**src/rtl/assert_macros.svh**
```systemverilog
// Assertion helpers for the skeleton tip and branch detector.
`ifndef ASSERT_MACROS_SVH
`define ASSERT_MACROS_SVH

`ifndef NO_ASSERTIONS

`define ASSERT_IMPLIES(label, clk, rst_n, ante, cons) \
    label: assert property (@(posedge clk) disable iff (!rst_n) (ante) |-> (cons)) \
        else $error("assertion failed: implication");

`define ASSERT_ALWAYS(label, clk, rst_n, cond) \
    label: assert property (@(posedge clk) disable iff (!rst_n) (cond)) \
        else $error("assertion failed: invariant");

`else

`define ASSERT_IMPLIES(label, clk, rst_n, ante, cons)

`define ASSERT_ALWAYS(label, clk, rst_n, cond)

`endif

`endif

```
**src/rtl/stbd_pkg.sv**
```systemverilog
`timescale 1ns / 1ps
`default_nettype none

package stbd_pkg;

    localparam int MAX_WIDTH  = 2048;
    localparam int MAX_HEIGHT = 4096;

    localparam int XW = $clog2(MAX_WIDTH);
    localparam int YW = $clog2(MAX_HEIGHT);

    localparam int CFG_WIDTH_W  = 12;
    localparam int CFG_HEIGHT_W = 13;
    localparam int CFG_DATA_W   = 13;

    localparam logic CFG_IDX_WIDTH  = 1'b0;
    localparam logic CFG_IDX_HEIGHT = 1'b1;

    localparam int RESET_WIDTH  = 640;
    localparam int RESET_HEIGHT = 480;

    localparam int FIFO_DEPTH = 8;
    localparam int FIFO_AW    = $clog2(FIFO_DEPTH);

    localparam logic [1:0] KIND_TIP    = 2'd0;
    localparam logic [1:0] KIND_BRANCH = 2'd1;
    localparam logic [1:0] KIND_END    = 2'd2;

    typedef struct packed {
        logic [1:0]    kind;
        logic [XW-1:0] pos_x;
        logic [YW-1:0] pos_y;
        logic [3:0]    neighbor_count;
    } result_t;

    typedef struct packed {
        logic [1:0] num;
        result_t    first;
        result_t    second;
    } push_t;

    typedef struct packed {
        logic          en;
        logic [XW-1:0] addr;
    } line_rd_t;

    typedef struct packed {
        logic          en;
        logic [XW-1:0] addr;
        logic [1:0]    data;
    } line_wr_t;

    typedef struct packed {
        logic [FIFO_AW:0] count;
    } fifo_status_t;

    function automatic logic [XW:0] clamp_width(input logic [CFG_WIDTH_W-1:0] v);
        logic [XW:0] r;
        if (32'(v) < 3) begin
            r = (XW+1)'(3);
        end else if (32'(v) > MAX_WIDTH) begin
            r = (XW+1)'(MAX_WIDTH);
        end else begin
            r = (XW+1)'(v);
        end
        return r;
    endfunction

    function automatic logic [YW:0] clamp_height(input logic [CFG_HEIGHT_W-1:0] v);
        logic [YW:0] r;
        if (32'(v) < 3) begin
            r = (YW+1)'(3);
        end else if (32'(v) > MAX_HEIGHT) begin
            r = (YW+1)'(MAX_HEIGHT);
        end else begin
            r = (YW+1)'(v);
        end
        return r;
    endfunction

endpackage

`default_nettype wire

```
**src/rtl/stbd_line_mem.sv**
```systemverilog
`timescale 1ns / 1ps
`default_nettype none

module stbd_line_mem (
    input  wire                   aclk,
    input  stbd_pkg::line_rd_t    rd,
    input  stbd_pkg::line_wr_t    wr,
    output logic [1:0]            rd_data
);
    import stbd_pkg::*;

    // entry holds {middle row bit, upper row bit}
    logic [1:0] mem [MAX_WIDTH];
    logic [1:0] rd_data_reg;

    always_ff @(posedge aclk) begin
        if (wr.en) begin
            mem[wr.addr] <= wr.data;
        end
        if (rd.en) begin
            rd_data_reg <= mem[rd.addr];
        end
    end

    assign rd_data = rd_data_reg;

endmodule

`default_nettype wire

```
**config.mk**
```make
export PLATFORM = sky130hd
export DESIGN_NAME = stbd_line_mem
export DESIGN_NICKNAME = d
export VERILOG_FILES = /design/src/rtl/assert_macros.svh /design/src/rtl/stbd_pkg.sv /design/src/rtl/stbd_line_mem.sv
export SDC_FILE = /design/constraint.sdc
export NUM_CORES = 2
export LEC_CHECK = 0
export BUFFER_PORTS_ARGS = -buffer_cell sky130_fd_sc_hd__buf_4
export CORE_UTILIZATION = 40
export DETAILED_ROUTE_END_ITERATION = 7
export PLACE_DENSITY_LB_ADDON = 0.05
export SYNTH_ARGS = -nofsm -noshare
export SYNTH_HDL_FRONTEND = slang
export SYNTH_SLANG_ARGS = --single-unit
```
**constraint.sdc**
```tcl
create_clock -name aclk -period 9.6 [get_ports aclk]
set_clock_uncertainty 0.15 [all_clocks]
set_input_delay 2.4 -clock aclk [delete_from_list [all_inputs] [get_ports aclk]]
set_output_delay 2.4 -clock aclk [all_outputs]
set_load 0.03 [all_outputs]
```
==> impl_metrics.env <==
export IMPL_via_per_inst=5.93
export IMPL_antenna_found_initial=68
export IMPL_yosys_top_cells_count="edfxtp_1, nor2_1, mux2i_1"
export IMPL_worstSetupStartpointType="input pin"
export IMPL_hold_ws_ns=1.32
export IMPL_yosysTopAreaCellShare_pct=72.9
export IMPL_die_area_sq_mm=0.425
export IMPL_post_cts_resized=0
export IMPL_numCtsBuffers=452
export IMPL_yosys_area_share_simple_pct=6.87
export IMPL_synth_compound_area_share_pct=3.78
export IMPL_drive_above_1_share_pct=16.6
export IMPL_largest_reg_flops=4096
export IMPL_peakVddDrop_mv=0.143
export IMPL_cp_slowest_stage_delay_ns=1.38
export IMPL_io_pins=29
export IMPL_chipHeight_um=652
export IMPL_cts_tree="built"
export IMPL_synth_most_common_cell="edfxtp_1"
export IMPL_period_share_pct=73.7
export IMPL_slew_limit_headroom_pct=-6.72
export IMPL_ys_seq_area_share_pct=72.9
export IMPL_fmax_mhz=141
export IMPL_hold_path_class="reg -> reg"
export IMPL_synth_area_top_cells="edfxtp_1, mux4_2, nor2_1"
export IMPL_cts_setup_buffers=0
export IMPL_fin_crit_ns=7.08
export IMPL_final_cells=16200
export IMPL_coreArea_sq_mm=0.420
export IMPL_avgSynthCellArea_sq_um=16.6
export IMPL_numPortBuffers=28
export IMPL_status="finished, violations left"
export IMPL_critPathBufInv=4
export IMPL_ys_warn_count=0
export IMPL_wl_per_cell_um=35.2
export IMPL_muxShareOfSynthArea_pct=13.5
export IMPL_synth_top_family_by_area="multiplexers"
export IMPL_arrival_ns=7.79
export IMPL_num_fill_cells=36600
export IMPL_num_vias=96000
export IMPL_nets=10200
export IMPL_crit_family="compound AO/OA/AOI/OAI gates"
export IMPL_worst_pin_slew_ns=1.56
export IMPL_synth_ff_type="edfxtp_1"
export IMPL_final_antenna_net_count=0
export IMPL_cap_violations=1
export IMPL_place_congestion=0.837
export IMPL_dp_cells=15300
export IMPL_cp_required_ns=10.31
export IMPL_cpMaxStageDelayCell="a2111oi_0"
export IMPL_syn_num_nets=10200
export IMPL_violations="max-capacitance violations, max-slew violations"
export IMPL_syn_inst=10200
export IMPL_grt_pass1_vias=97800
export IMPL_grt_max_degree=223
export IMPL_setup_violations=0
export IMPL_crit_path_end_kind="flip-flop"
export IMPL_synthAdderAreaFrac_pct=0
export IMPL_fin_tns_setup_ns=0
export IMPL_initial_core_util_pct=40.2
export IMPL_synthXorXnorAreaFrac_pct=0
export IMPL_drc_errors=0
export IMPL_cts_sinks=4098
export IMPL_rsz0062_at_grt="no"
export IMPL_slew_viol_final=3
export IMPL_synthArstFlopShare_pct=0
export IMPL_clk_pin_slew_worst_paths_ns=0.06
export IMPL_drt_pass1_iterations=6
export IMPL_crit_fanout=82
export IMPL_hold_buffers=0
export IMPL_num_rows=238
export IMPL_cts_root_buffer="clkbuf_16"
export IMPL_clock_latency_ns=1.02
export IMPL_leakage_nw=58.4
export IMPL_syn_to_final_growth_pct=12.5
export IMPL_drt_iter0_drc=12000
export IMPL_grt_pass1_wl_mm=786
export IMPL_ys_seq_elements=4098
export IMPL_grt_overflow_total=0
export IMPL_hold_viol_final=0
export IMPL_htree_levels=5
export IMPL_hpwlAfterDp_mm=341
export IMPL_synth_distinct_cells=80
export IMPL_crit_top_cell="buf_12"
export IMPL_path_class="in -> reg"
export IMPL_wirelength_mm=571
export IMPL_crit_path_cell_trace="buf_16, buf_12, buf_12, buf_12, mux2i_1, o22ai_1, o22ai_1, a2111oi_0, nand3_1, a2111oi_0, nor4b_2, or3_1"
export IMPL_cts_buffer_depth=4
export IMPL_die_w_um=652
export IMPL_synth_area_leader_cell="edfxtp_1"
export IMPL_p_per_area_mw_per_mm2=205
export IMPL_syn_cell_area_sq_mm=0.169
export IMPL_synth_edff_count=4098
export IMPL_grt_use_total_pct=26.5
export IMPL_postLayoutCoreUtil_pct=45.2
-- tightest hold or removal path, cell delays in order (launching register included) --
cell	delay (ns)
edfxtp_1	0.37
mux2i_1	0.14
o22ai_1	0.11
nor2_1	0.20
nand2_1	0.08
o211ai_1	0.10
nor4_1	0.07
nand4_1	0.16
nand4_1	0.11
-- logic make-up (layout without fill, tap and decap cells) --
logic type | count (synthesis) | count (layout)
AND/OR/NAND/NOR | 2850 | 2850
other | 0 | 21
buffers and inverters | 857 | 1220
multiplexers | 1459 | 1459
flip-flops | 4098 | 4098
AO/OA/AOI/OAI | 910 | 910
-- final timing paths --
path / cells after the start / end / from / slack (ns)
worst min-delay path: 8 / rd_data[1] / mem[1699][1] / 1.32
worst min register to register: 8 / rd_data[1] / mem[1699][1] / 1.32
worst max register to register: 7 / rd_data[0] / mem[1359][0] / 5.45
worst max-delay path: 12 / rd_data[0] / rd[0] / 2.52
-- power breakdown --
part | internal (mW) | total (mW) | switching (mW)
clock | 10.1 | 17.3 | 7.25
combinational | 0.557 | 1.92 | 1.36
sequential | 19.7 | 19.7 | 0.00693
-- layer usage --
layer	part of all wire (%)	track usage [%]	up-vias	wire, um
li1	-	-	39800	-
met1	43	37.7	51600	246000
met2	47	42.4	3859	269000
met3	6.9	3.92	791	39600
met4	3.0	7.52	8	17200
met5	0.010	0	-	57
-- cell type report --
cell class / instances / area [sq um] / share of cell area, %
flip-flops and latches: 4098 / 123000 / 64.8
multi-input cells: 5219 / 41400 / 21.8
clock buffers: 536 / 11700 / 6.18
well taps: 5640 / 7060 / 3.72
repair buffers: 383 / 3700 / 1.95
clock inverters: 297 / 2900 / 1.53
diodes: 21 / 52.6 / 0.0277
inverters: 4 / 27.5 / 0.0145
-- placed cells by master (no fill, tap or decap), types with 21 or more instances in the layout --
cell type,instances
a2111oi_0,21
a211oi_1,62
a21oi_1,149
buf_12,59
buf_4,316
bufinv_16,52
clkbuf_1,79
clkbuf_16,457
clkinv_1,114
clkinv_2,92
diode_2,21
edfxtp_1,4098
mux2_2,22
mux2i_1,796
mux4_1,26
mux4_2,612
nand2_1,222
nand3_1,48
nand3_4,32
nand4_1,26
nor2_1,2175
nor3_1,153
nor4_1,59
o21ai_0,121
o221ai_1,251
o22ai_1,178
-- metrics by stage --
step / power (mW) / area, sq um / setup WS (ns)
floorplan: 21.1 / 169000 / 4.57
global route: 39.9 / 190000 / 2.59
finish: 38.9 / 190000 / 2.52
global placement: 22.0 / 175000 / 1.59
CTS: 39.2 / 190000 / 2.74
detailed placement: 22.0 / 175000 / 1.69
(Power assumes the default switching activity.)
