===== src/rtl/assert_macros.svh =====
// Assertion helpers for the skeleton tip and branch detector.
`ifndef ASSERT_MACROS_SVH
`define ASSERT_MACROS_SVH

`ifndef NO_ASSERTIONS

`define ASSERT_IMPLIES(label, clk, rst_n, ante, cons) \
    label: assert property (@(posedge clk) disable iff (!rst_n) (ante) |-> (cons)) \
        else $error("assertion failed: implication");

`define ASSERT_ALWAYS(label, clk, rst_n, cond) \
    label: assert property (@(posedge clk) disable iff (!rst_n) (cond)) \
        else $error("assertion failed: invariant");

`else

`define ASSERT_IMPLIES(label, clk, rst_n, ante, cons)

`define ASSERT_ALWAYS(label, clk, rst_n, cond)

`endif

`endif


===== src/rtl/stbd_pkg.sv =====
`timescale 1ns / 1ps
`default_nettype none

package stbd_pkg;

    localparam int MAX_WIDTH  = 2048;
    localparam int MAX_HEIGHT = 4096;

    localparam int XW = $clog2(MAX_WIDTH);
    localparam int YW = $clog2(MAX_HEIGHT);

    localparam int CFG_WIDTH_W  = 12;
    localparam int CFG_HEIGHT_W = 13;
    localparam int CFG_DATA_W   = 13;

    localparam logic CFG_IDX_WIDTH  = 1'b0;
    localparam logic CFG_IDX_HEIGHT = 1'b1;

    localparam int RESET_WIDTH  = 640;
    localparam int RESET_HEIGHT = 480;

    localparam int FIFO_DEPTH = 8;
    localparam int FIFO_AW    = $clog2(FIFO_DEPTH);

    localparam logic [1:0] KIND_TIP    = 2'd0;
    localparam logic [1:0] KIND_BRANCH = 2'd1;
    localparam logic [1:0] KIND_END    = 2'd2;

    typedef struct packed {
        logic [1:0]    kind;
        logic [XW-1:0] pos_x;
        logic [YW-1:0] pos_y;
        logic [3:0]    neighbor_count;
    } result_t;

    typedef struct packed {
        logic [1:0] num;
        result_t    first;
        result_t    second;
    } push_t;

    typedef struct packed {
        logic          en;
        logic [XW-1:0] addr;
    } line_rd_t;

    typedef struct packed {
        logic          en;
        logic [XW-1:0] addr;
        logic [1:0]    data;
    } line_wr_t;

    typedef struct packed {
        logic [FIFO_AW:0] count;
    } fifo_status_t;

    function automatic logic [XW:0] clamp_width(input logic [CFG_WIDTH_W-1:0] v);
        logic [XW:0] r;
        if (32'(v) < 3) begin
            r = (XW+1)'(3);
        end else if (32'(v) > MAX_WIDTH) begin
            r = (XW+1)'(MAX_WIDTH);
        end else begin
            r = (XW+1)'(v);
        end
        return r;
    endfunction

    function automatic logic [YW:0] clamp_height(input logic [CFG_HEIGHT_W-1:0] v);
        logic [YW:0] r;
        if (32'(v) < 3) begin
            r = (YW+1)'(3);
        end else if (32'(v) > MAX_HEIGHT) begin
            r = (YW+1)'(MAX_HEIGHT);
        end else begin
            r = (YW+1)'(v);
        end
        return r;
    endfunction

endpackage

`default_nettype wire


===== src/rtl/stbd_result_fifo.sv =====
`timescale 1ns / 1ps
`default_nettype none

module stbd_result_fifo (
    input  wire                         aclk,
    input  wire                         aresetn,
    input  stbd_pkg::push_t             push,
    output logic                        out_valid,
    input  wire                         out_ready,
    output stbd_pkg::result_t           out_data,
    output stbd_pkg::fifo_status_t      status
);
    import stbd_pkg::*;

    result_t            slot_reg [FIFO_DEPTH];
    logic [FIFO_AW-1:0] wr_ptr_reg, wr_ptr_next;
    logic [FIFO_AW-1:0] rd_ptr_reg;
    logic [FIFO_AW:0]   count_reg, count_next;
    logic               pop;

    assign out_valid = (count_reg != '0);
    assign out_data  = slot_reg[rd_ptr_reg];
    assign pop       = out_valid && out_ready;

    assign wr_ptr_next = wr_ptr_reg + FIFO_AW'(push.num);
    assign count_next  = count_reg + (FIFO_AW+1)'(push.num) - (FIFO_AW+1)'(pop);

    always_ff @(posedge aclk) begin
        if (push.num != 2'd0) begin
            slot_reg[wr_ptr_reg] <= push.first;
        end
        if (push.num == 2'd2) begin
            slot_reg[wr_ptr_reg + FIFO_AW'(1)] <= push.second;
        end
    end

    always_ff @(posedge aclk) begin
        if (!aresetn) begin
            wr_ptr_reg <= '0;
            rd_ptr_reg <= '0;
            count_reg  <= '0;
        end else begin
            wr_ptr_reg <= wr_ptr_next;
            count_reg  <= count_next;
            if (pop) begin
                rd_ptr_reg <= rd_ptr_reg + FIFO_AW'(1);
            end
        end
    end

    assign status.count = count_reg;

endmodule

`default_nettype wire


===== config.mk =====
export PLATFORM = sky130hd
export DESIGN_NAME = stbd_result_fifo
export DESIGN_NICKNAME = d
export VERILOG_FILES = /design/src/rtl/assert_macros.svh /design/src/rtl/stbd_pkg.sv /design/src/rtl/stbd_result_fifo.sv
export SDC_FILE = /design/constraint.sdc
export NUM_CORES = 1
export LEC_CHECK = 0
export BUFFER_PORTS_ARGS = -buffer_cell sky130_fd_sc_hd__buf_4
export CORE_ASPECT_RATIO = 1.5
export CORE_MARGIN = 3
export CORE_UTILIZATION = 45
export DETAILED_ROUTE_END_ITERATION = 8
export SYNTH_ARGS = -nofsm -noshare
export SYNTH_HDL_FRONTEND = slang
export SYNTH_SLANG_ARGS = --single-unit

===== constraint.sdc =====
create_clock -name aclk -period 11.65 [get_ports aclk]
set_clock_uncertainty 0.15 [all_clocks]
set_input_delay 2.33 -clock aclk [delete_from_list [all_inputs] [get_ports aclk]]
set_output_delay 2.33 -clock aclk [all_outputs]
set_load 0.05 [all_outputs]

==> run_results.csv, run 1 <==
group,metric,value,unit
status,outcome,"finished clean",
final_layout,final_cell_mix,"238 x mux2_2, 232 x edfxtp_1, 104 x buf_4",
critical_path,crit_path_max_incr_delay,0.77,ns
routing,drt_first_iter_violations,343,
timing,fin_crit_sh,47.17,%
timing,slew_headroom,14.16,%
critical_path,critPathLaunchType,"flip-flop",
place,place_hpwl,17.05,mm
pwr,vdd_drop_max,0.1107,mV
global_routing,grt_max_degree,59,
synthesis,synth_cell_types,37,
timing,hold_viol,0,
timing,whs,0.3388,ns
die,ios,97,
timing,setup_violations,0,
synthesis,synth_ff_type,"edfxtp_1",
global_routing,gr-total-overflow,0,
synthesis,synth_nets,754,
routing,wl,29.56,mm
place,port_buffers,96,
routing,firstDrtPassIters,4,
pwr,p_seq_share,43.5,%
synthesis,postSynthCellCount,681,
global_routing,grt_usage,20.34,%
critical_path,path_class,"flip-flop to output port",
place,place_area,13450,µm²
die,fp-row-count,73,
synthesis,synth_area_leaders,"edfxtp_1 56%, mux2_2 22%, mux4_2 11%",
routing,drc,0,
clock_tree,htreeDepth,1,
synthesis,synth_area_per_cell,18.18,µm²
final_layout,n_antenna_cell,0,
pwr,p_clk_share,29.6,%
pwr,switching_share,30.08,%
timing,fmax,0.1820,GHz
synthesis,ys_warn_count,0,
worst_hold_path,hold_path.class,"flip-flop to flip-flop",
routing,drtAntennaViolNets,0,
timing,layout_min_cycle_time,5.496,ns
final_layout,final_common_cell,"mux2_2",
critical_path,cp_max_fo,40,
clock_tree,cts_tree,"done",
routing,drt-wirelength-per-cell,26.32,µm
pwr,p_int,1.797,mW
final_layout,drive_above_1_share,60.56,%
pwr,p_leak,4.822,nW
final_layout,design_area,14200,µm²
critical_path,cp-end-kind,"output port",
final_layout,largest_register_ffs,232,
die,die_h,209.1,µm
synthesis,yosysTopAreaCell,"edfxtp_1",
clock_tree,clockBufferDepth,3,
critical_path,required,9.17,ns
synthesis,ys_seq_area_share,58.37,%
clock_tree,post_cts_buffers,0,
routing,via_count,6535,
clock_tree,cts.sinks,245,
synthesis,netlist_area,12380,µm²
critical_path,crit_arrival,3.02,ns
pwr,p_switching,0.7729,mW
clock_tree,clk_latency,0.53,ns
critical_path,critPathSlowestCell,"buf_4",
synthesis,ys_seq_elements,245,
global_routing,grt_pass1_wl,45.68,mm
critical_path,path_common_cell,"buf_4",
run,drv_cap,0,
clock_tree,root_buffer,"clkbuf_16",
clock_tree,cts.hold.buffers_added,0,
synthesis,synth_top_area_share,56.27,%
timing,tightest_slew,1.283,ns
timing,setup_tns,0,ns
final_layout,final_nets,842,
clock_tree,cts_buffers,24,
global_routing,antenna_found_initial,0,
final_layout,areaGrowthSynthToFinish,14.68,%
die,start_util,46.26,%
pwr,power_density,181.0,nW/µm²
timing,rsz0062_at_grt,"false",
timing,drv_slew,0,
clock_tree,cts_resized,0,
die,die_x,141.4,µm
global_routing,grt_pass1_vias,7473,
pwr,pwr-share-comb,27.0,%
die,coreArea,26760,µm²
die,dieArea,29580,µm²
synthesis,async_reset_ff_share,0,%
routing,vias_per_cell,5.819,
place,place_congestion,0.7493,
synthesis,synth_edf_count,232,
clock_tree,cts.clk_slew.worst_paths,0.06,ns
critical_path,path_cells,"buf_4 > mux4_2 > mux2_4 > buf_4",
[metrics by stage]
step / worst slack [ns] / power [mW] / instances / utilization (%)
detailed placement: 6.214 / 1.841 / 1080 / 50.25
floorplan: 6.349 / 1.627 / 681 / -
global route: 5.945 / 2.671 / 1123 / 53.06
global placement: 6.318 / 1.825 / 1080 / 50.25
CTS: 6.043 / 2.602 / 1123 / 53.06
finish: 6.154 / 2.570 / 1123 / 53.06
[final timing paths]
check,startpoint,end,slack [ns],cells after the start
max reg2reg,wr_ptr_reg[1],slot_reg[7][12],7.92,4
min reg2reg,rd_ptr_reg[2],flip-flop,0.34,2
min,rd_ptr_reg[2],flip-flop,0.34,2
max,flip-flop,out_data[26],6.15,4
[kinds of logic (layout without fill, tap and decap cells)]
group                      count (synthesis)  count (layout)  synth area share (%)
AOI/OAI and AO/OA                         12              12                0.5861
xor gates and xnor gates                   4               4                0.4043
adders and majority gates                 10              10                 1.132
buffers and inverters                     50             155                 2.486
DFF                                      245             245                 58.37
muxes                                    327             327                 35.54
and+or+nand+nor                           33              33                 1.476
[critical path, delay by kind of cell, from the launching register on]
family	cells	cell delay, ns
buffers and inverters	2	0.96
flip-flops	1	0.61
multiplexers	2	0.91
[synth_stat cells, types with 3 or more instances]
cell,number
and2_1,5
buf_12,3
buf_2,27
buf_6,4
clkbuf_1,6
dfxtp_1,13
edfxtp_1,232
ha_1,8
inv_1,8
mux2_1,3
mux2_2,238
mux2_4,20
mux2i_1,8
mux4_2,58
nand2_1,12
nand2b_1,4
nand3_1,3
o21ai_0,5
[power groups by stage]
stage	sequential, mW	clock (mW)	combinational, mW
4_1_cts	1.12	0.777	0.705
5_1_grt	1.13	0.811	0.734
3_5_place_dp	1.14	0	0.703
2_1_floorplan	1.12	0	0.511
6_report	1.12	0.760	0.693
3_3_place_gp	1.13	0	0.691
[cell type report]
cell class | instances | area (µm²)
Clock buffer | 32 | 651.9
Fill cell | 2211 | 12560
Multi-Input combinational cell | 386 | 4981
Clock inverter | 11 | 100.1
Tap cell | 337 | 421.7
Inverter | 8 | 30.03
Sequential cell | 245 | 7233
Timing Repair Buffer | 104 | 780.7
[per-layer routing]
layer	global-route usage (%)	vias up	routed length, µm
li1	-	2941	-
met1	25.30	3417	11590
met2	37.19	134	16080
met3	2.289	43	1247
met4	5.861	0	630
met5	0	-	0
Power figures use the tool's default switching activity.
==> inputs of run 2 (changes only) <==
PLACE_DENSITY = 0.65   (was unset)
clock period = 4.54 ns   (was 11.65 ns; I/O delays follow)
==> run 2 against run 1 <==
Effect of this change:
- sequential cell count stayed put
- register-to-register slack worse by 6.4 ns
- worst hold slack worse by 0.0066 ns
- largest cell class unchanged
- wire length is 1.1% lower
- combinational power grew to 2.6 times the previous value
- critical path depth stayed put
==> run_results.csv, run 2 (same netlist as run 1, synthesis figures left out) <==
group,metric,value,unit
critical_path,crit_arrival,2.65,ns
final_layout,final_nets,861,
clock_tree,cts.sinks,245,
critical_path,cp-end-kind,"output port",
place,place_hpwl,18.07,mm
run,drv_cap,0,
routing,firstDrtPassIters,5,
die,start_util,46.26,%
critical_path,reg2reg_depth,5,
timing,drv_slew,0,
timing,setup_slack,0.8358,ns
critical_path,path_class,"flip-flop to output port",
pwr,vdd_drop_max,0.3166,mV
die,coreArea,26760,µm²
critical_path,cp_max_fo,24,
timing,layout_min_cycle_time,3.704,ns
routing,drt-wirelength-per-cell,25.65,µm
timing,fmax,0.2700,GHz
critical_path,critPathLaunchType,"flip-flop",
clock_tree,clockBufferDepth,3,
worst_hold_path,hold_depth,2,
timing,rsz0062_at_grt,"false",
final_layout,multi_input_area,4981,µm²
routing,via_count,6702,
global_routing,grt_max_degree,30,
final_layout,drive_above_1_share,61.47,%
routing,vias_per_cell,5.879,
clock_tree,cts_tree,"done",
global_routing,grt_pass1_wl,45.04,mm
final_layout,areaGrowthSynthToFinish,15.75,%
timing,slew_headroom,32.19,%
final_layout,regArea,7233,µm²
clock_tree,cts.clk_slew.worst_paths,0.06,ns
global_routing,grt_usage,20.05,%
place,dpl_worst_slack,1.241,ns
clock_tree,htreeDepth,1,
critical_path,required,3.48,ns
die,die_x,141.4,µm
clock_tree,cts_buffers,24,
clock_tree,cts.hold.buffers_added,0,
worst_hold_path,hold_path.class,"flip-flop to flip-flop",
global_routing,antenna_found_initial,1,
pwr,power_density,456.3,nW/µm²
die,die_h,209.1,µm
final_layout,nFillCells,2164,
timing,setup_tns,0,ns
final_layout,largest_register_ffs,232,
place,place_congestion,0.7704,
routing,wl,29.24,mm
clock_tree,clk_latency,0.51,ns
routing,drc,0,
timing,hold_viol,0,
routing,drt_first_iter_violations,487,
timing,fin_crit_sh,81.59,%
place,port_buffers,96,
timing,setup_violations,0,
routing,drtAntennaViolNets,0,
global_routing,grt_pass1_vias,7590,
die,fp-row-count,73,
timing,tightest_slew,1.013,ns
critical_path,reg2reg_slack,1.50,ns
pwr,design_power_total,6.538,mW
status,outcome,"finished clean",
pwr,p_leak,4.907,nW
die,ios,97,
clock_tree,post_cts_buffers,0,
die,dieArea,29580,µm²
clock_tree,root_buffer,"clkbuf_16",
final_layout,final_common_cell,"mux2_2",
clock_tree,cts_resized,0,
final_layout,final_cell_mix,"238 x mux2_2, 232 x edfxtp_1, 121 x buf_4",
global_routing,gr-total-overflow,0,
## run 2: cell count changes in the layout (fill, tap and decap cells not counted), sizes merged
| cell | before | now |
|---|---|---|
| buf | 104 | 123 |
| bufinv | 2 | 1 |
| clkbuf | 32 | 33 |
| clkinv | 8 | 6 |
| clkinvlp | 1 | 0 |
| diode | 0 | 1 |
## run 2: layout make-up
cell class                      instances  share of cell area, %
Clock inverter                          7                 0.4016
Inverter                                8                 0.2096
Clock buffer                           33                  4.575
Multi-Input combinational cell        386                  34.76
Antenna cell                            1                0.01746
Timing Repair Buffer                  123                  6.618
Sequential cell                       245                  50.48
Tap cell                              337                  2.942
## run 2: power by group
group / switching [mW] / total, mW / internal (mW)
Clock: 0.815 / 1.87 / 1.06
Sequential: 0.125 / 2.85 / 2.72
Combinational: 1.03 / 1.81 / 0.783
Total: 1.97 / 6.54 / 4.57
## run 2: final timing paths
check           startpoint               to
max              flip-flop      out_data[2]
min          rd_ptr_reg[2]        flip-flop
max reg2reg  wr_ptr_reg[1]  slot_reg[1][20]
min reg2reg  rd_ptr_reg[2]        flip-flop
## run 2: per-stage QoR
| step | std cells | hold slack, ns | util [%] | cell area [µm²] |
|---|---|---|---|---|
| after floorplan | 681 | 0.3055 | - | 12380 |
| after global placement | 1099 | 0.3069 | 50.87 | 13610 |
| after detailed placement | 1099 | 0.3279 | 50.87 | 13610 |
| after CTS | 1139 | 0.3386 | 53.54 | 14330 |
| after global routing | 1140 | 0.3755 | 53.55 | 14330 |
| final | 1140 | 0.3321 | 53.55 | 14330 |
## run 2: routing by layer
| layer | vias to the layer above | track usage (%) | routed length (µm) |
|---|---|---|---|
| met5 | - | 0 | 0 |
| met4 | 0 | 5.662 | 587 |
| met3 | 36 | 2.862 | 1202 |
| met2 | 143 | 36.51 | 16040 |
| met1 | 3558 | 24.70 | 11410 |
| li1 | 2965 | - | - |
## run 2: critical path: stages, from the launching register on
cell	delay, ns
dfxtp_4	0.72
buf_4	0.38
mux4_2	0.54
mux2_2	0.30
buf_4	0.20
==> inputs of run 3 (changes only) <==
ABC_AREA = 1   (was unset)
PLACE_DENSITY = unset   (was 0.65)
clock period = 3.4 ns   (was 4.54 ns; I/O delays follow)
==> run 3 against run 2 <==
Effect of this change:
- register-to-register slack got worse by 0.84 ns
- cell count rose by 99%
- highest routed layer unchanged
- critical endpoint is now out_data[17]
- global-route usage is 5.5 points higher
==> run_results.csv, run 3 <==
group,metric,value,unit
status,outcome,"finished clean",
synthesis,synth_area_leaders,"edfxtp_1 50%, nand2_1 28%, nand3_1 9.6%",
synthesis,netlist_area,13980,µm²
critical_path,crit_path_max_incr_delay,0.68,ns
timing,layout_min_cycle_time,3.142,ns
critical_path,crit_buf_inv,2,
global_routing,gr-total-overflow,0,
synthesis,ys_seq_area_share,51.70,%
critical_path,cp-end-kind,"output port",
critical_path,crit_family,"buffers and inverters",
die,die_h,221.9,µm
clock_tree,cts.hold.buffers_added,0,
synthesis,synth_area_per_cell,7.520,µm²
critical_path,reg2reg_slack,0.66,ns
pwr,vdd_drop_max,0.4050,mV
routing,wl_met2,22.64,mm
global_routing,grt_pass1_vias,11970,
critical_path,path_class,"flip-flop to output port",
timing,tightest_slew,1.106,ns
place,place_area,14840,µm²
timing,drv_slew,0,
routing,wl,42.58,mm
die,ios,97,
final_layout,drive_above_1_share,10.66,%
place,place_congestion,0.7787,
clock_tree,htreeDepth,1,
global_routing,grt_max_degree,117,
routing,drc,0,
timing,rsz0062_at_grt,"false",
synthesis,ys_warn_count,0,
place,place_hpwl,23.53,mm
critical_path,reg2reg_depth,6,
routing,wl_met1,15.96,mm
die,coreArea,30450,µm²
die,fp-row-count,78,
final_layout,final_common_cell,"nand2_1",
final_layout,final_nets,1922,
synthesis,synth_edf_count,232,
final_layout,areaGrowthSynthToFinish,13.17,%
routing,firstDrtPassIters,5,
critical_path,required,2.57,ns
synthesis,synth_nets,1932,
routing,via_count,12130,
synthesis,ys_top_cells_by_count,"1,049 x nand2_1, 267 x nand3_1, 232 x edfxtp_1, 90 x buf_2, 79 x inv_1",
run,drv_cap,0,
synthesis,yosysTopAreaCell,"edfxtp_1",
synthesis,postSynthCellCount,1859,
clock_tree,post_cts_buffers,0,
routing,vias_per_cell,5.348,
timing,slew_headroom,25.99,%
timing,setup_violations,0,
critical_path,critPathLaunchType,"flip-flop",
routing,highest_layer,"met4",
clock_tree,root_buffer,"clkbuf_16",
critical_path,path_common_cell,"nand2_1",
clock_tree,cts_tree,"done",
critical_path,crit_cells,6,
critical_path,worstReg2RegStart,"wr_ptr_reg[0]",
final_layout,fin_util,51.96,%
pwr,power_density,651.3,nW/µm²
final_layout,largest_register_ffs,232,
synthesis,synth_ff_type,"edfxtp_1",
synthesis,ys_seq_elements,245,
timing,fin_crit_sh,92.40,%
synthesis,yosysMostFrequentCell,"nand2_1",
clock_tree,cts.clk_slew.worst_paths,0.06,ns
worst_hold_path,hold_path.class,"input pin to flip-flop",
global_routing,grt_usage,25.54,%
clock_tree,cts.sinks,245,
clock_tree,clk_latency,0.53,ns
routing,drtAntennaViolNets,0,
die,die_x,149.9,µm
die,dieArea,33260,µm²
place,port_buffers,96,
synthesis,synth_top_area_share,49.83,%
timing,fmax,0.3183,GHz
global_routing,antenna_found_initial,1,
critical_path,critPathSlowestCell,"buf_4",
clock_tree,clockBufferDepth,3,
final_layout,design_area,15820,µm²
critical_path,r2r-end,"slot_reg[3][0]",
die,start_util,45.91,%
routing,drt_first_iter_violations,921,
place,dpl_worst_slack,0.5166,ns
final_layout,final_cell_mix,"1,049 x nand2_1, 267 x nand3_1, 232 x edfxtp_1",
global_routing,grt_pass1_wl,65.94,mm
critical_path,crit_arrival,2.31,ns
routing,routed-wl-met3,2.639,mm
synthesis,synth_cell_types,22,
timing,whs,0.2393,ns
clock_tree,cts_resized,0,
pwr,p_leak,7.574,nW
critical_path,cp_max_fo,58,
routing,drt-wirelength-per-cell,18.78,µm
critical_path,critPathCapture,"out_data[17]",
timing,setup_slack,0.2583,ns
critical_path,path_cells,"buf_4 > nand3_1 > nand2_1 > nand2_1 > nand2_1 > buf_4",
synthesis,async_reset_ff_share,0,%
timing,hold_viol,0,
clock_tree,cts_buffers,25,
[run 3: cell count changes in the layout (fill, tap and decap cells not counted), moves of 8 or more]
cell,previous run,this run
inv_1,8,78
bufinv_16,1,9
mux2_4,20,0
buf_4,121,134
nand2_1,8,1049
mux2i_1,8,0
mux2_2,238,0
mux4_2,58,0
nand3_1,1,267
[run 3: cells by family (layout without fill, tap and decap cells)]
group | Yosys count | in the layout | synth area share (%)
and+or+nand+nor | 1329 | 1329 | 38.22
DFF | 245 | 245 | 51.70
xor gates and xnor gates | 2 | 2 | 0.1253
AOI/OAI and AO/OA | 16 | 16 | 0.5728
buffers and inverters | 257 | 265 | 8.386
adders and majority gates | 10 | 10 | 1.002
other | 0 | 1 | 0
[run 3: metal layers]
| layer | track usage, % | vias up |
|---|---|---|
| li1 | - | 5860 |
| met1 | 29.70 | 5724 |
| met2 | 47.15 | 444 |
| met3 | 3.252 | 102 |
| met4 | 9.719 | 0 |
| met5 | 0 | - |
[run 3: worst min-delay path, stage by stage]
cell and delay (ns):
buf_4 0.12, nand2_1 0.05, inv_1 0.04
[run 3: stage by stage]
| step | std cells | total power, mW | setup TNS [ns] |
|---|---|---|---|
| 3_5_place_dp | 2222 | 7.079 | 0 |
| 3_3_place_gp | 2222 | 7.038 | 0 |
| 2_1_floorplan | 1859 | 6.075 | -22.81 |
| 5_1_grt | 2268 | 10.79 | 0 |
| 6_report | 2268 | 10.30 | 0 |
| 4_1_cts | 2267 | 10.35 | 0 |
[run 3: where the power goes]
part / leakage [nW] / switching, mW / internal [mW]
Combinational: 4.86 / 2.40 / 0.876
Sequential: 2.24 / 0.0791 / 3.65
Clock: 0.474 / 1.20 / 2.10
Total: 7.57 / 3.68 / 6.62
[run 3: cell type report]
type	instances	area (µm²)
Inverter	81	305.3
Clock inverter	13	296.5
Clock buffer	32	681.9
Tap cell	400	500.5
Fill cell	2924	14630
Antenna cell	1	2.502
Timing Repair Buffer	139	1106
Multi-Input combinational cell	1357	5695
Sequential cell	245	7232
[run 3: how the worst min path moves through the flow]
| stage | start | to | cells past startpoint |
|---|---|---|---|
| floorplan | rd_ptr_reg[1] | flip-flop | 2 |
| global placement | rd_ptr_reg[1] | rd_ptr_reg[1] | 2 |
| detailed placement | rd_ptr_reg[1] | rd_ptr_reg[1] | 2 |
| CTS | aresetn | status[0] | 3 |
| global route | aresetn | wr_ptr_reg[0] | 3 |
| finish | aresetn | status[0] | 3 |
