==> src/rtl/assert_macros.svh <==
// Assertion helpers for the skeleton tip and branch detector.
`ifndef ASSERT_MACROS_SVH
`define ASSERT_MACROS_SVH

`ifndef NO_ASSERTIONS

`define ASSERT_IMPLIES(label, clk, rst_n, ante, cons) \
    label: assert property (@(posedge clk) disable iff (!rst_n) (ante) |-> (cons)) \
        else $error("assertion failed: implication");

`define ASSERT_ALWAYS(label, clk, rst_n, cond) \
    label: assert property (@(posedge clk) disable iff (!rst_n) (cond)) \
        else $error("assertion failed: invariant");

`else

`define ASSERT_IMPLIES(label, clk, rst_n, ante, cons)

`define ASSERT_ALWAYS(label, clk, rst_n, cond)

`endif

`endif

==> src/rtl/stbd_pkg.sv <==
`timescale 1ns / 1ps
`default_nettype none

package stbd_pkg;

    localparam int MAX_WIDTH  = 2048;
    localparam int MAX_HEIGHT = 4096;

    localparam int XW = $clog2(MAX_WIDTH);
    localparam int YW = $clog2(MAX_HEIGHT);

    localparam int CFG_WIDTH_W  = 12;
    localparam int CFG_HEIGHT_W = 13;
    localparam int CFG_DATA_W   = 13;

    localparam logic CFG_IDX_WIDTH  = 1'b0;
    localparam logic CFG_IDX_HEIGHT = 1'b1;

    localparam int RESET_WIDTH  = 640;
    localparam int RESET_HEIGHT = 480;

    localparam int FIFO_DEPTH = 8;
    localparam int FIFO_AW    = $clog2(FIFO_DEPTH);

    localparam logic [1:0] KIND_TIP    = 2'd0;
    localparam logic [1:0] KIND_BRANCH = 2'd1;
    localparam logic [1:0] KIND_END    = 2'd2;

    typedef struct packed {
        logic [1:0]    kind;
        logic [XW-1:0] pos_x;
        logic [YW-1:0] pos_y;
        logic [3:0]    neighbor_count;
    } result_t;

    typedef struct packed {
        logic [1:0] num;
        result_t    first;
        result_t    second;
    } push_t;

    typedef struct packed {
        logic          en;
        logic [XW-1:0] addr;
    } line_rd_t;

    typedef struct packed {
        logic          en;
        logic [XW-1:0] addr;
        logic [1:0]    data;
    } line_wr_t;

    typedef struct packed {
        logic [FIFO_AW:0] count;
    } fifo_status_t;

    function automatic logic [XW:0] clamp_width(input logic [CFG_WIDTH_W-1:0] v);
        logic [XW:0] r;
        if (32'(v) < 3) begin
            r = (XW+1)'(3);
        end else if (32'(v) > MAX_WIDTH) begin
            r = (XW+1)'(MAX_WIDTH);
        end else begin
            r = (XW+1)'(v);
        end
        return r;
    endfunction

    function automatic logic [YW:0] clamp_height(input logic [CFG_HEIGHT_W-1:0] v);
        logic [YW:0] r;
        if (32'(v) < 3) begin
            r = (YW+1)'(3);
        end else if (32'(v) > MAX_HEIGHT) begin
            r = (YW+1)'(MAX_HEIGHT);
        end else begin
            r = (YW+1)'(v);
        end
        return r;
    endfunction

endpackage

`default_nettype wire

==> src/rtl/stbd_scan.sv <==
`timescale 1ns / 1ps
`default_nettype none

module stbd_scan (
    input  wire                                 aclk,
    input  wire                                 aresetn,
    input  wire                                 cfg_we,
    input  wire                                 cfg_index,
    input  wire [stbd_pkg::CFG_DATA_W-1:0]      cfg_wdata,
    input  wire                                 in_accept,
    input  wire [7:0]                           pixel,
    output stbd_pkg::line_rd_t                  line_rd,
    output stbd_pkg::line_wr_t                  line_wr,
    input  wire [1:0]                           line_rd_data,
    output logic                                busy,
    output stbd_pkg::push_t                     push
);
    import stbd_pkg::*;

    function automatic logic [3:0] bits3(input logic [2:0] c);
        return 4'(c[0]) + 4'(c[1]) + 4'(c[2]);
    endfunction

    logic [XW:0]   width_reg;
    logic [YW:0]   height_reg;
    logic [XW-1:0] col_reg, col_next;
    logic [YW-1:0] row_reg, row_next;
    logic          last_col, last_row;

    logic          s1_valid_reg;
    logic          s1_cur_reg;
    logic          s1_end_reg;
    logic [XW-1:0] s1_x_reg;
    logic [YW-1:0] s1_y_reg;
    logic [5:0]    win_reg;

    logic [2:0]    cola, colb, colc;
    logic [3:0]    ncount;
    logic          interior;
    logic          is_tip, is_branch;
    result_t       report, frame_end;

    always_ff @(posedge aclk) begin
        if (!aresetn) begin
            width_reg  <= (XW+1)'(RESET_WIDTH);
            height_reg <= (YW+1)'(RESET_HEIGHT);
        end else if (cfg_we) begin
            unique case (cfg_index)
                CFG_IDX_WIDTH:  width_reg  <= clamp_width(cfg_wdata[CFG_WIDTH_W-1:0]);
                CFG_IDX_HEIGHT: height_reg <= clamp_height(cfg_wdata[CFG_HEIGHT_W-1:0]);
                default: ;
            endcase
        end
    end

    assign last_col = ({1'b0, col_reg} + (XW+1)'(1)) >= width_reg;
    assign last_row = ({1'b0, row_reg} + (YW+1)'(1)) >= height_reg;

    always_comb begin
        col_next = col_reg + XW'(1);
        row_next = row_reg;
        if (last_col) begin
            col_next = '0;
            row_next = last_row ? '0 : row_reg + YW'(1);
        end
    end

    // stage 0: advance position and issue the line store read
    always_ff @(posedge aclk) begin
        if (!aresetn) begin
            col_reg      <= '0;
            row_reg      <= '0;
            s1_valid_reg <= 1'b0;
        end else begin
            s1_valid_reg <= in_accept;
            if (in_accept) begin
                col_reg <= col_next;
                row_reg <= row_next;
            end
        end
    end

    always_ff @(posedge aclk) begin
        if (in_accept) begin
            s1_cur_reg <= |pixel;
            s1_end_reg <= last_col && last_row;
            s1_x_reg   <= col_reg;
            s1_y_reg   <= row_reg;
        end
    end

    assign line_rd.en   = in_accept;
    assign line_rd.addr = col_reg;

    // stage 1: window update, classify, write back
    assign colc = {s1_cur_reg, line_rd_data[1], line_rd_data[0]};
    assign colb = win_reg[2:0];
    assign cola = win_reg[5:3];

    assign ncount   = bits3(cola) + bits3(colc) + 4'(colb[0]) + 4'(colb[2]);
    assign interior = (32'(s1_x_reg) >= 2) && (32'(s1_y_reg) >= 2) && colb[1];
    assign is_tip    = interior && (ncount == 4'd1);
    assign is_branch = interior && (ncount >= 4'd3);

    always_ff @(posedge aclk) begin
        if (!aresetn) begin
            win_reg <= '0;
        end else if (s1_valid_reg) begin
            win_reg <= {colb, colc};
        end
    end

    assign line_wr.en   = s1_valid_reg;
    assign line_wr.addr = s1_x_reg;
    assign line_wr.data = {s1_cur_reg, line_rd_data[1]};

    always_comb begin
        report.kind           = is_tip ? KIND_TIP : KIND_BRANCH;
        report.pos_x          = s1_x_reg - XW'(1);
        report.pos_y          = s1_y_reg - YW'(1);
        report.neighbor_count = ncount;

        frame_end.kind           = KIND_END;
        frame_end.pos_x          = '0;
        frame_end.pos_y          = '0;
        frame_end.neighbor_count = '0;

        push.num    = 2'd0;
        push.first  = report;
        push.second = frame_end;
        if (s1_valid_reg) begin
            if (is_tip || is_branch) begin
                push.num = s1_end_reg ? 2'd2 : 2'd1;
            end else if (s1_end_reg) begin
                push.num   = 2'd1;
                push.first = frame_end;
            end
        end
    end

    assign busy = s1_valid_reg;

endmodule

`default_nettype wire

==> config.mk <==
export PLATFORM = sky130hd
export DESIGN_NAME = stbd_scan
export DESIGN_NICKNAME = d
export VERILOG_FILES = /design/src/rtl/assert_macros.svh /design/src/rtl/stbd_pkg.sv /design/src/rtl/stbd_scan.sv
export SDC_FILE = /design/constraint.sdc
export NUM_CORES = 1
export LEC_CHECK = 0
export BUFFER_PORTS_ARGS = -buffer_cell sky130_fd_sc_hd__buf_2
export CORE_MARGIN = 1
export CORE_UTILIZATION = 25
export CTS_CLUSTER_SIZE = 28
export DETAILED_ROUTE_END_ITERATION = 10
export PLACE_DENSITY = 0.53
export SLEW_MARGIN = 20
export SYNTH_ARGS = -nofsm -noshare
export SYNTH_HDL_FRONTEND = slang
export SYNTH_SLANG_ARGS = --single-unit
==> constraint.sdc <==
create_clock -name aclk -period 7.85 [get_ports aclk]
set_input_delay 0.785 -clock aclk [delete_from_list [all_inputs] [get_ports aclk]]
set_output_delay 0.785 -clock aclk [all_outputs]
set_load 0.01 [all_outputs]
==> metrics, run 1 <==
outcome complete, no violations; Crit Path Class in2out; largest net degree at the start of global routing 37; buffers and inverters on the worst path 5; first-pass GRT wire length 18,300 um; CTS Buf Count 9; Layout Utilization 0.3024; Slew HR 0.4883; area of the multi-input gates 0.002648 mm^2; YS warnings 0; RSZ-0062 raised after global routing false; Final setup viols 0; fillers 2,014; Worst Path Max Fanout 27; fmax 198.1 MHz; share of post-route cells with drive strength above 1 0.1967; clock-pin slew on the worst setup and hold paths 0.06 ns; Synth area leaders dfxtp_1, edfxtp_1, ha_1, buf_4, nor2_1; Hold Crit Class reg2reg; CTS H-Tree Depth 3; flops & latches, synth 80; max-cap violation count 0; initial core utilization 0.2580; Post-Syn Instances 530; most common cell after layout, fill and taps aside buf_2; leakage 2.606 nW; Die H 141.9 um; syn_area_per_cell 9.226 um^2; core area 0.01896 mm^2; Hold-fix buffers, CTS 0; Pwr Density 177.9 mW/mm^2; TritonCTS clock tree built; crit path time final 5.047 ns; critical path arrival 4.26 ns; maximum vdd drop 108.2 uV; antenna fix cells 0; root buf cell clkbuf_16; GRT Total Usage 0.1170; Post-CTS Setup Bufs 0; Seq/Total Area, Yosys 0.3787; final worst-path cycle share 0.6430; Area Overhead vs Synth 17.22%; First-pass DRT Iterations 4; CP delay by family, top adder cells; worst slew pin tran 0.7675 ns; Top FF cell, synth dfxtp_1; WP data required 7.07 ns; Fin. Hold Viols 0; Max Slew Vio Count 0; Reg area 0.001852 mm^2; WL met2 4645 um; Placement Cell Area 0.005419 mm^2; Via Count 3,733; Post-DRT Antenna Nets 0; Port Buffers 85; PostCTS Resize Cnt 0; initial DRC count 135; Crit path largest cell delay 0.52 ns; mapped cell area 0.004890 mm^2; cell taking the most area after synthesis dfxtp_1; asr flop ratio synth 0; DR WL/cell 12.99 um; Total Wirelength 11,300 um; Via-to-Cell Ratio 4.291; routability cong. 0.7462; number of buffers on the longest clock path 2; Worst setup SP type input pin; Post-DP HPWL 8806 um; total grt overflow 0; Netlist cell types 57; max reg flops 13; Sink Count 80; top-area cell type share of the netlist area 0.2252; Die Width 141.9 um; metal3 WL 505 um; vias in the first global route 3,474; number of synthesized flops with an enable pin 25; crit-path cells buf_2 > fa_1 > inv_1 > fa_1 > fa_1 > inv_1 > ha_1 > fa_1 > nor2_1 > a21oi_1 > o21ai_2 > inv_1 > nor2_4 > a21oi_1 > buf_2; commonest non-fill, non-tap cells in the layout buf_2, nor2_1, dfxtp_1; Slowest-stage cell, CP fa_1; initial antenna violation count 0; fin area 0.005732 mm^2; Worst Skew 0.006108 ns; setup TNS 0 ns; Rows 50; DRC violations left 0; overall die area 0.02012 mm^2; crit end category primary output; clk_lat worst skew 0.33 ns; Top Layer Used met4; Crit path top cell by count fa_1; # IOs 115; routed metal-1 wire length 6026 um; nets 673
==> through the flow <==
stage,power [mW],setup slack [ns],std cells,hold WS [ns]
floorplan,0.5535,3.232,557,0.4064
global placement,0.5908,2.769,854,0.4539
detailed placement,0.5908,2.738,854,0.4599
CTS,1.032,2.725,870,0.4661
global route,1.066,2.460,870,0.4912
finish,1.019,2.803,870,0.4610
==> area by class of cell <==
type,instances,area share
Tap cell,260,0.05676
Clock inverter,5,0.01397
Sequential cell,80,0.3231
Multi-Input combinational cell,385,0.4619
Inverter,43,0.02816
Timing Repair Buffer,86,0.07553
Clock buffer,11,0.04060
==> routing by layer <==
layer | global-route usage | vias to the layer above
li1 | - | 1949
met1 | 0.1694 | 1670
met2 | 0.1753 | 105
met3 | 0.02261 | 9
met4 | 0.03226 | 0
met5 | 0 | -
==> cell usage after synthesis, types with 10 or more instances <==
| library cell | count |
|---|---|
| nor2_1 | 64 |
| dfxtp_1 | 55 |
| inv_1 | 43 |
| ha_1 | 36 |
| buf_4 | 35 |
| nand2_1 | 31 |
| a21oi_1 | 25 |
| edfxtp_1 | 25 |
| xnor2_1 | 21 |
| nand3_1 | 14 |
| xor2_1 | 14 |
| a22o_1 | 12 |
| a21o_1 | 10 |
| clkbuf_1 | 10 |
==> kinds of logic after synthesis <==
| family | after synthesis | share of synthesized area |
|---|---|---|
| DFF | 80 | 0.3787 |
| and+or+nand+nor | 180 | 0.1917 |
| other | 2 | 0.001536 |
| muxes | 8 | 0.01663 |
| adders and majority gates | 40 | 0.1085 |
| AOI/OAI and AO/OA | 93 | 0.1397 |
| buffers and inverters | 92 | 0.1006 |
| xor gates and xnor gates | 35 | 0.06269 |
==> worst paths after layout <==
kind	from	end	slack (ns)	depth (start not counted)
worst max-delay path	line_rd_data[0]	push[38]	2.80	15
worst max register to register	col_reg[0]	row_reg[0]	4.33	12
worst min register to register	height_reg[4]	height_reg[4]	0.46	2
worst min-delay path	height_reg[4]	height_reg[4]	0.46	2
==> worst reg2reg max path, stage by stage, from the launching register on <==
cell and delay (ns):
dfxtp_1 0.54, ha_1 0.31, nand3_1 0.18, nor2b_1 0.21, nand3_1 0.11, xnor2_1 0.24, ha_1 0.30, a21oi_1 0.16
nand2_1 0.07, a211o_1 0.32, a21o_1 0.29, a21oi_1 0.51, mux2_2 0.25
==> report_power, final <==
part / internal [mW] / total, mW / switching [mW] / leakage (nW)
registers: 0.439 / 0.453 / 0.0138 / 0.708
clock network: 0.279 / 0.440 / 0.161 / 0.148
logic: 0.0504 / 0.127 / 0.0768 / 1.75
No activity file was read; power rests on OpenSTA's default activity.
==> run 2, diff against run 1 <==
Settings changed: ABC_AREA set to 1, PLACE_DENSITY 0.53 to 0.54.
Clock period 7.85 ns to 4.19 ns, I/O delays scaled along.
==> run 2 against run 1 <==
Setup slack worse by 2.7 ns; clock-buffer cell count is 3 higher; utilization is 0.19 points higher; critical path type is now reg2out; non-clock buffer count is 7 higher; largest cell class unchanged; via count is 25% higher; clock skew is 0.0033 ns higher; power is 93% higher; wire length is 13% higher; die area is 12% higher; largest power group unchanged; sequential share of layout area is 3.7 points lower; register-to-register slack worse by 3.2 ns.
==> metrics, run 2 <==
CTS H-Tree Depth 3 (unchanged); Post-Syn Instances 751 (+42%); fmax 246.3 MHz; crit-path cells fa_1 > inv_2 > fa_1 > fa_1 > inv_2 > ha_4 > fa_2 > xor2_2 > nor2_2 > nand2_2 > nand4_4 > nand2_4 > inv_8 > clkbuf_16 > nor2_2 > buf_2; nets 899 (+34%); placed cell count 1,092 (+28%); routability cong. 0.8023 (+7.5%); YS warnings 0 (unchanged); asr flop ratio synth 0 (unchanged); top-count cell post-synth nand2_1; Die H 150.2 um (+5.9%); setup slack, reg-to-reg 1.13 ns (-3.20 ns); setup TNS 0 ns (unchanged); DR WL/cell 11.49 um (-12%); critical path arrival 3.64 ns (-0.62 ns); Netlist cell types 41 (-28%); Final setup viols 0 (unchanged); syn_area_per_cell 7.316 um^2 (-21%); most frequent cells after synthesis nand2_1, inv_1, nor2_1; GRT Total Usage 0.1191 (+0.002093); Crit path top cell by count fa_1; core area 0.02129 mm^2 (+12%); Total Wirelength 12,760 um (+13%); clk_lat worst skew 0.34 ns (about the same); vias in the first global route 4,185 (+20%); first-pass GRT wire length 21,020 um (+15%); overall die area 0.02257 mm^2 (+12%); flops & latches, synth 80 (unchanged); antenna fix cells 0 (unchanged); Rows 53 (+6.0%); Slew HR 0.5919 (+0.1036); Worst Skew 0.009363 ns (+0.003255 ns); worst slew pin tran 0.6122 ns (-0.1553 ns); cell taking the most area after synthesis dfxtp_1; initial DRC count 204 (+51%); DRC violations left 0 (unchanged); leakage 3.031 nW (+16%); TritonCTS clock tree built; max-cap violation count 0 (unchanged); Max Slew Vio Count 0 (unchanged); Area Overhead vs Synth 17.90%; CTS Buf Count 9 (unchanged); area of the multi-input gates 0.002959 mm^2 (+12%); root buf cell clkbuf_16; setup slack after layout 0.1300 ns (-2.673 ns); switching share of power 0.2757 (+0.02889); initial core utilization 0.2581 (about the same); WHS 0.3503 ns (-0.1107 ns); RSZ-0062 raised after global routing true; WP data required 3.77 ns (-3.30 ns); Worst Path Max Fanout 8 (-70%); crit path time final 4.060 ns; top-area cell type share of the netlist area 0.2004 (-0.02477); number of buffers on the longest clock path 2 (unchanged); Post-DRT Antenna Nets 0 (unchanged); Hold Crit Class in2reg; Top FF cell, synth dfxtp_1; Die Width 150.2 um (+5.9%); sequential share of power 0.434 (-0.010); Post-DP HPWL 9904 um (+12%); final worst-path cycle share 0.9690; internal power 1.422 mW (+85%); number of synthesized flops with an enable pin 25 (unchanged); Port Buffers 85 (unchanged); Comb pwr share 0.181 (+0.056); Place WS 0.02139 ns (-2.717 ns); clock-pin slew on the worst setup and hold paths 0.06 ns (about the same); Crit path largest cell delay 0.50 ns (-0.02 ns); Layout Utilization 0.3043 (+0.001921); Synth area leaders dfxtp_1, edfxtp_1, nand2_1, ha_1, inv_1; max reg flops 13 (unchanged); Finished Layout Cells 1,111 (+28%); # IOs 115 (unchanged); clock share of power 0.385 (-0.046); Sink Count 80 (unchanged); mapped cell area 0.005494 mm^2 (+12%); Seq/Total Area, Yosys 0.3371 (-0.04166); Via Count 4,663 (+25%); Slowest-stage cell, CP fa_1; maximum vdd drop 147.9 uV (+37%); crit end category primary output; share of post-route cells with drive strength above 1 0.1950 (-0.001745); Pwr Density 303.1 mW/mm^2 (+70%); most common cell after layout, fill and taps aside nand2_1; P_sw 0.5412 mW (+120%); initial antenna violation count 0 (unchanged); Via-to-Cell Ratio 4.197 (-2.2%); largest net degree at the start of global routing 41 (+11%); Worst setup SP type register; Reg area 0.001853 mm^2 (about the same); outcome complete, no violations; First-pass DRT Iterations 5 (+1); Fin. Hold Viols 0 (unchanged); commonest non-fill, non-tap cells in the layout nand2_1, inv_1, buf_2; Crit Path Class reg2out; fillers 2,323 (+15%); total grt overflow 0 (unchanged)
[run 2: cell count changes after synthesis, moves of 8 or more]
| cell | change |
|---|---|
| inv_2 | +8 |
| nand4_1 | +15 |
| nand3_1 | +36 |
| xor2_1 | +8 |
| nor2_4 | +11 |
| inv_1 | +65 |
| a22o_1 | -12 |
| xnor2_1 | -17 |
| clkinv_1 | +12 |
| nand2_1 | +133 |
| a21oi_1 | +13 |
| a21o_1 | -10 |
| nor2_1 | +15 |
[run 2: cell type report]
cell class,count,share of cell area
Multi-Input combinational cell,518,0.4568
Clock buffer,14,0.04250
Inverter,129,0.07591
Clock inverter,2,0.002125
Tap cell,275,0.05312
Sequential cell,80,0.2861
Timing Repair Buffer,93,0.08345
[run 2: repair_timing]
action	in CTS	in global routing
hold buffers	0	0
pin swaps	5	2
resized for setup	3	21
gates cloned	0	1
setup buffers	0	2
endpoints found under the setup margin	26	26
[run 2: worst paths after layout]
check        depth (start not counted)           to            start
max                                 16     push[37]       win_reg[0]
min                                  3   win_reg[0]  line_rd_data[0]
max reg2reg                         15   row_reg[7]       col_reg[0]
min reg2reg                          0  s1_y_reg[4]       row_reg[4]
[run 2: per-stage QoR]
step	power, mW	instance area [um^2]
after detailed placement	1.203	6070
after global placement	1.199	6070
after floorplan	1.107	5595
final	1.963	6477
after CTS	1.970	6365
after global routing	2.077	6477
[run 2: logic make-up after synthesis]
family | Yosys count | synth area share
AOI/OAI and AO/OA | 68 | 0.07014
other | 2 | 0.001367
adders and majority gates | 40 | 0.09656
buffers and inverters | 180 | 0.1542
and+or+nand+nor | 355 | 0.2992
DFF | 80 | 0.3371
xor gates and xnor gates | 26 | 0.04145
[run 2: layer usage]
layer | wire length [um] | track usage
met1 | 6436 | 0.1662
met4 | 215 | 0.05000
met2 | 5531 | 0.1796
met5 | 0 | 0
met3 | 579 | 0.02061
[run 2: critical path: cells and delay by family (launching register included)]
| kind | cells | cell delay, ns |
|---|---|---|
| xor+xnor | 1 | 0.16 |
| fa+ha+maj | 5 | 1.92 |
| buf+inv | 5 | 0.48 |
| flops | 1 | 0.32 |
| simple gates | 5 | 0.40 |
[run 2: power groups by stage]
stage	Combinational, mW	Clock (mW)	Sequential (mW)
after global placement	0.330	0	0.869
after CTS	0.336	0.781	0.853
after floorplan	0.243	0	0.864
after global routing	0.405	0.816	0.857
final	0.356	0.755	0.852
after detailed placement	0.334	0	0.870
==> run 3, diff against run 2 <==
Settings changed: CORE_ASPECT_RATIO set to 1.1.
==> run 3 against run 2 <==
Cell count grew 1.5%; sequential power is essentially flat; first-iteration DRC count shrank 27%; utilization grew 0.52 points; sequential share of layout area shrank 0.68 points; die area is essentially flat; clock skew shrank 0.0012 ns; hold slack gained 0.017 ns; clock-buffer cell count shrank 4; setup slack lost 0.062 ns; register-to-register slack gained 0.03 ns; wire length grew 1.5%; critical path type unchanged; critical endpoint is now push[32]; highest routed layer unchanged.
==> metrics, run 3 (synthesis results as in run 2) <==
Post-DRT Antenna Nets 0 (unchanged); switching share of power 0.2894 (+0.01377); clk_lat worst skew 0.34 ns (about the same); crit-path cells fa_1 > inv_1 > fa_1 > fa_1 > inv_2 > ha_4 > fa_2 > xor2_2 > nor2_2 > nand2_2 > nand4_4 > nand2_4 > inv_8 > clkbuf_16 > nor2_1 > buf_2; Die H 157.5 um (+4.8%); CTS H-Tree Depth 3 (unchanged); WHS 0.3671 ns (+0.01686 ns); crit path time final 4.122 ns (+0.06176 ns); P_sw 0.5661 mW (+4.6%); outcome complete, no violations; Finished Layout Cells 1,128 (+1.5%); Slowest-stage cell, CP fa_1; core area 0.02144 mm^2 (+0.72%); Hold Crit Class in2reg; worst slew pin tran 0.7855 ns (+0.1733 ns); Final setup viols 0 (unchanged); CTS Buf Count 9 (unchanged); final worst-path cycle share 0.9837 (+0.01474); largest net degree at the start of global routing 40 (-2.4%); Slew HR 0.4744 (-0.1175); Die Width 143.3 um (-4.6%); root buf cell clkbuf_16; Crit Path Class reg2out; internal power 1.390 mW (-2.3%); leakage 3.067 nW (+1.2%); number of buffers on the longest clock path 2 (unchanged); Via-to-Cell Ratio 4.153 (-1.0%); Crit path top cell by count fa_1; max reg flops 13 (unchanged); Pwr Density 294.8 mW/mm^2 (-2.8%); vias in the first global route 4,310 (+3.0%); Layout Utilization 0.3095 (+0.005168); clock share of power 0.366 (-0.019); commonest non-fill, non-tap cells in the layout nand2_1, inv_1, buf_2; Max Slew Vio Count 0 (unchanged); fillers 2,364 (+1.8%); Sink Count 80 (unchanged); max-cap violation count 0 (unchanged); initial antenna violation count 0 (unchanged); DRC violations left 0 (unchanged); nets 901 (+0.22%); Via Count 4,685 (+0.47%); fmax 242.6 MHz (-1.5%); RSZ-0062 raised after global routing true; Total Wirelength 12,950 um (+1.5%); share of post-route cells with drive strength above 1 0.2017 (+0.006695); TritonCTS clock tree built; initial DRC count 148 (-27%); crit end category primary output; maximum vdd drop 217.2 uV (+47%); Worst Path Max Fanout 8 (unchanged); overall die area 0.02257 mm^2 (about the same); DR WL/cell 11.48 um (about the same); sequential share of power 0.436 (+0.002); Rows 56 (+5.7%); Crit path largest cell delay 0.50 ns (about the same); routability cong. 0.8471 (+5.6%); Worst Skew 0.008190 ns (-0.001174 ns); Reg area 0.001853 mm^2 (unchanged); Hold-fix buffers, CTS 0 (unchanged); setup slack after layout 0.06823 ns (-0.06176 ns); first-pass GRT wire length 21,390 um (+1.7%); critical path arrival 3.70 ns (+0.06 ns); antenna fix cells 0 (unchanged); GRT Total Usage 0.1200 (+0.0009143); most common cell after layout, fill and taps aside nand2_1; # IOs 115 (unchanged); Fin. Hold Viols 0 (unchanged); Place WS 0.01967 ns (-0.001727 ns); Post-DP HPWL 9885 um (-0.19%); WP data required 3.77 ns (about the same); clock-pin slew on the worst setup and hold paths 0.06 ns (about the same); Area Overhead vs Synth 20.77%; Comb pwr share 0.198 (+0.017); Port Buffers 85 (unchanged); area of the multi-input gates 0.003007 mm^2 (+1.6%); placed cell count 1,107 (+1.4%); total grt overflow 0 (unchanged); Worst setup SP type register; First-pass DRT Iterations 4 (-1); initial core utilization 0.2562 (-0.001853)
## run 3: final cells by class
class | instances | share of cell area
well taps | 290 | 0.05469
repair buffers | 95 | 0.09881
flip-flops and latches | 80 | 0.2793
clock inverters | 6 | 0.005469
inverters | 129 | 0.07411
clock buffers | 10 | 0.03451
multi-input cells | 518 | 0.4531
## run 3: worst max-delay path, delay by kind of cell (launching register included)
family | cells | cell delay (ns)
XOR/XNOR | 1 | 0.16
flip-flops | 1 | 0.34
buffers and inverters | 5 | 0.48
adder cells (fa/ha/maj) | 5 | 1.94
AND/OR/NAND/NOR | 5 | 0.43
## run 3: path summary, 6_finish.rpt
kind	from	endpoint	slack (ns)	depth (start not counted)
max	win_reg[0]	push[32]	0.07	16
max reg2reg	col_reg[0]	row_reg[6]	1.16	17
min reg2reg	height_reg[3]	height_reg[3]	0.47	2
min	cfg_wdata[1]	height_reg[1]	0.37	3
## run 3: power by group through the flow
| stage | combinational (mW) | sequential [mW] | clock [mW] |
|---|---|---|---|
| floorplan | 0.243 | 0.864 | 0 |
| global placement | 0.325 | 0.869 | 0 |
| detailed placement | 0.328 | 0.869 | 0 |
| CTS | 0.340 | 0.852 | 0.731 |
| global route | 0.439 | 0.857 | 0.776 |
| finish | 0.388 | 0.853 | 0.715 |
## run 3: what timing repair did
| action | CTS | global route |
|---|---|---|
| buffers inserted | 3 | 1 |
| cloned | 0 | 1 |
| gates resized for setup | 2 | 48 |
| pin swaps | 6 | 4 |
| setup endpoints to repair | 28 | 29 |
## run 3: through the flow
step           area (um^2)  TNS (ns)  power [mW]
6_report              6635         0       1.956
5_1_grt               6635   -0.9744       2.071
4_1_cts               6380         0       1.923
3_5_place_dp          6088         0       1.197
3_3_place_gp          6088         0       1.194
2_1_floorplan         5595         0       1.107
## run 3: layer usage
layer / global-route usage / wire (um)
met5: 0 / 0
met4: 0.03546 / 104
met3: 0.01795 / 505
met2: 0.1970 / 5938
met1: 0.1617 / 6402
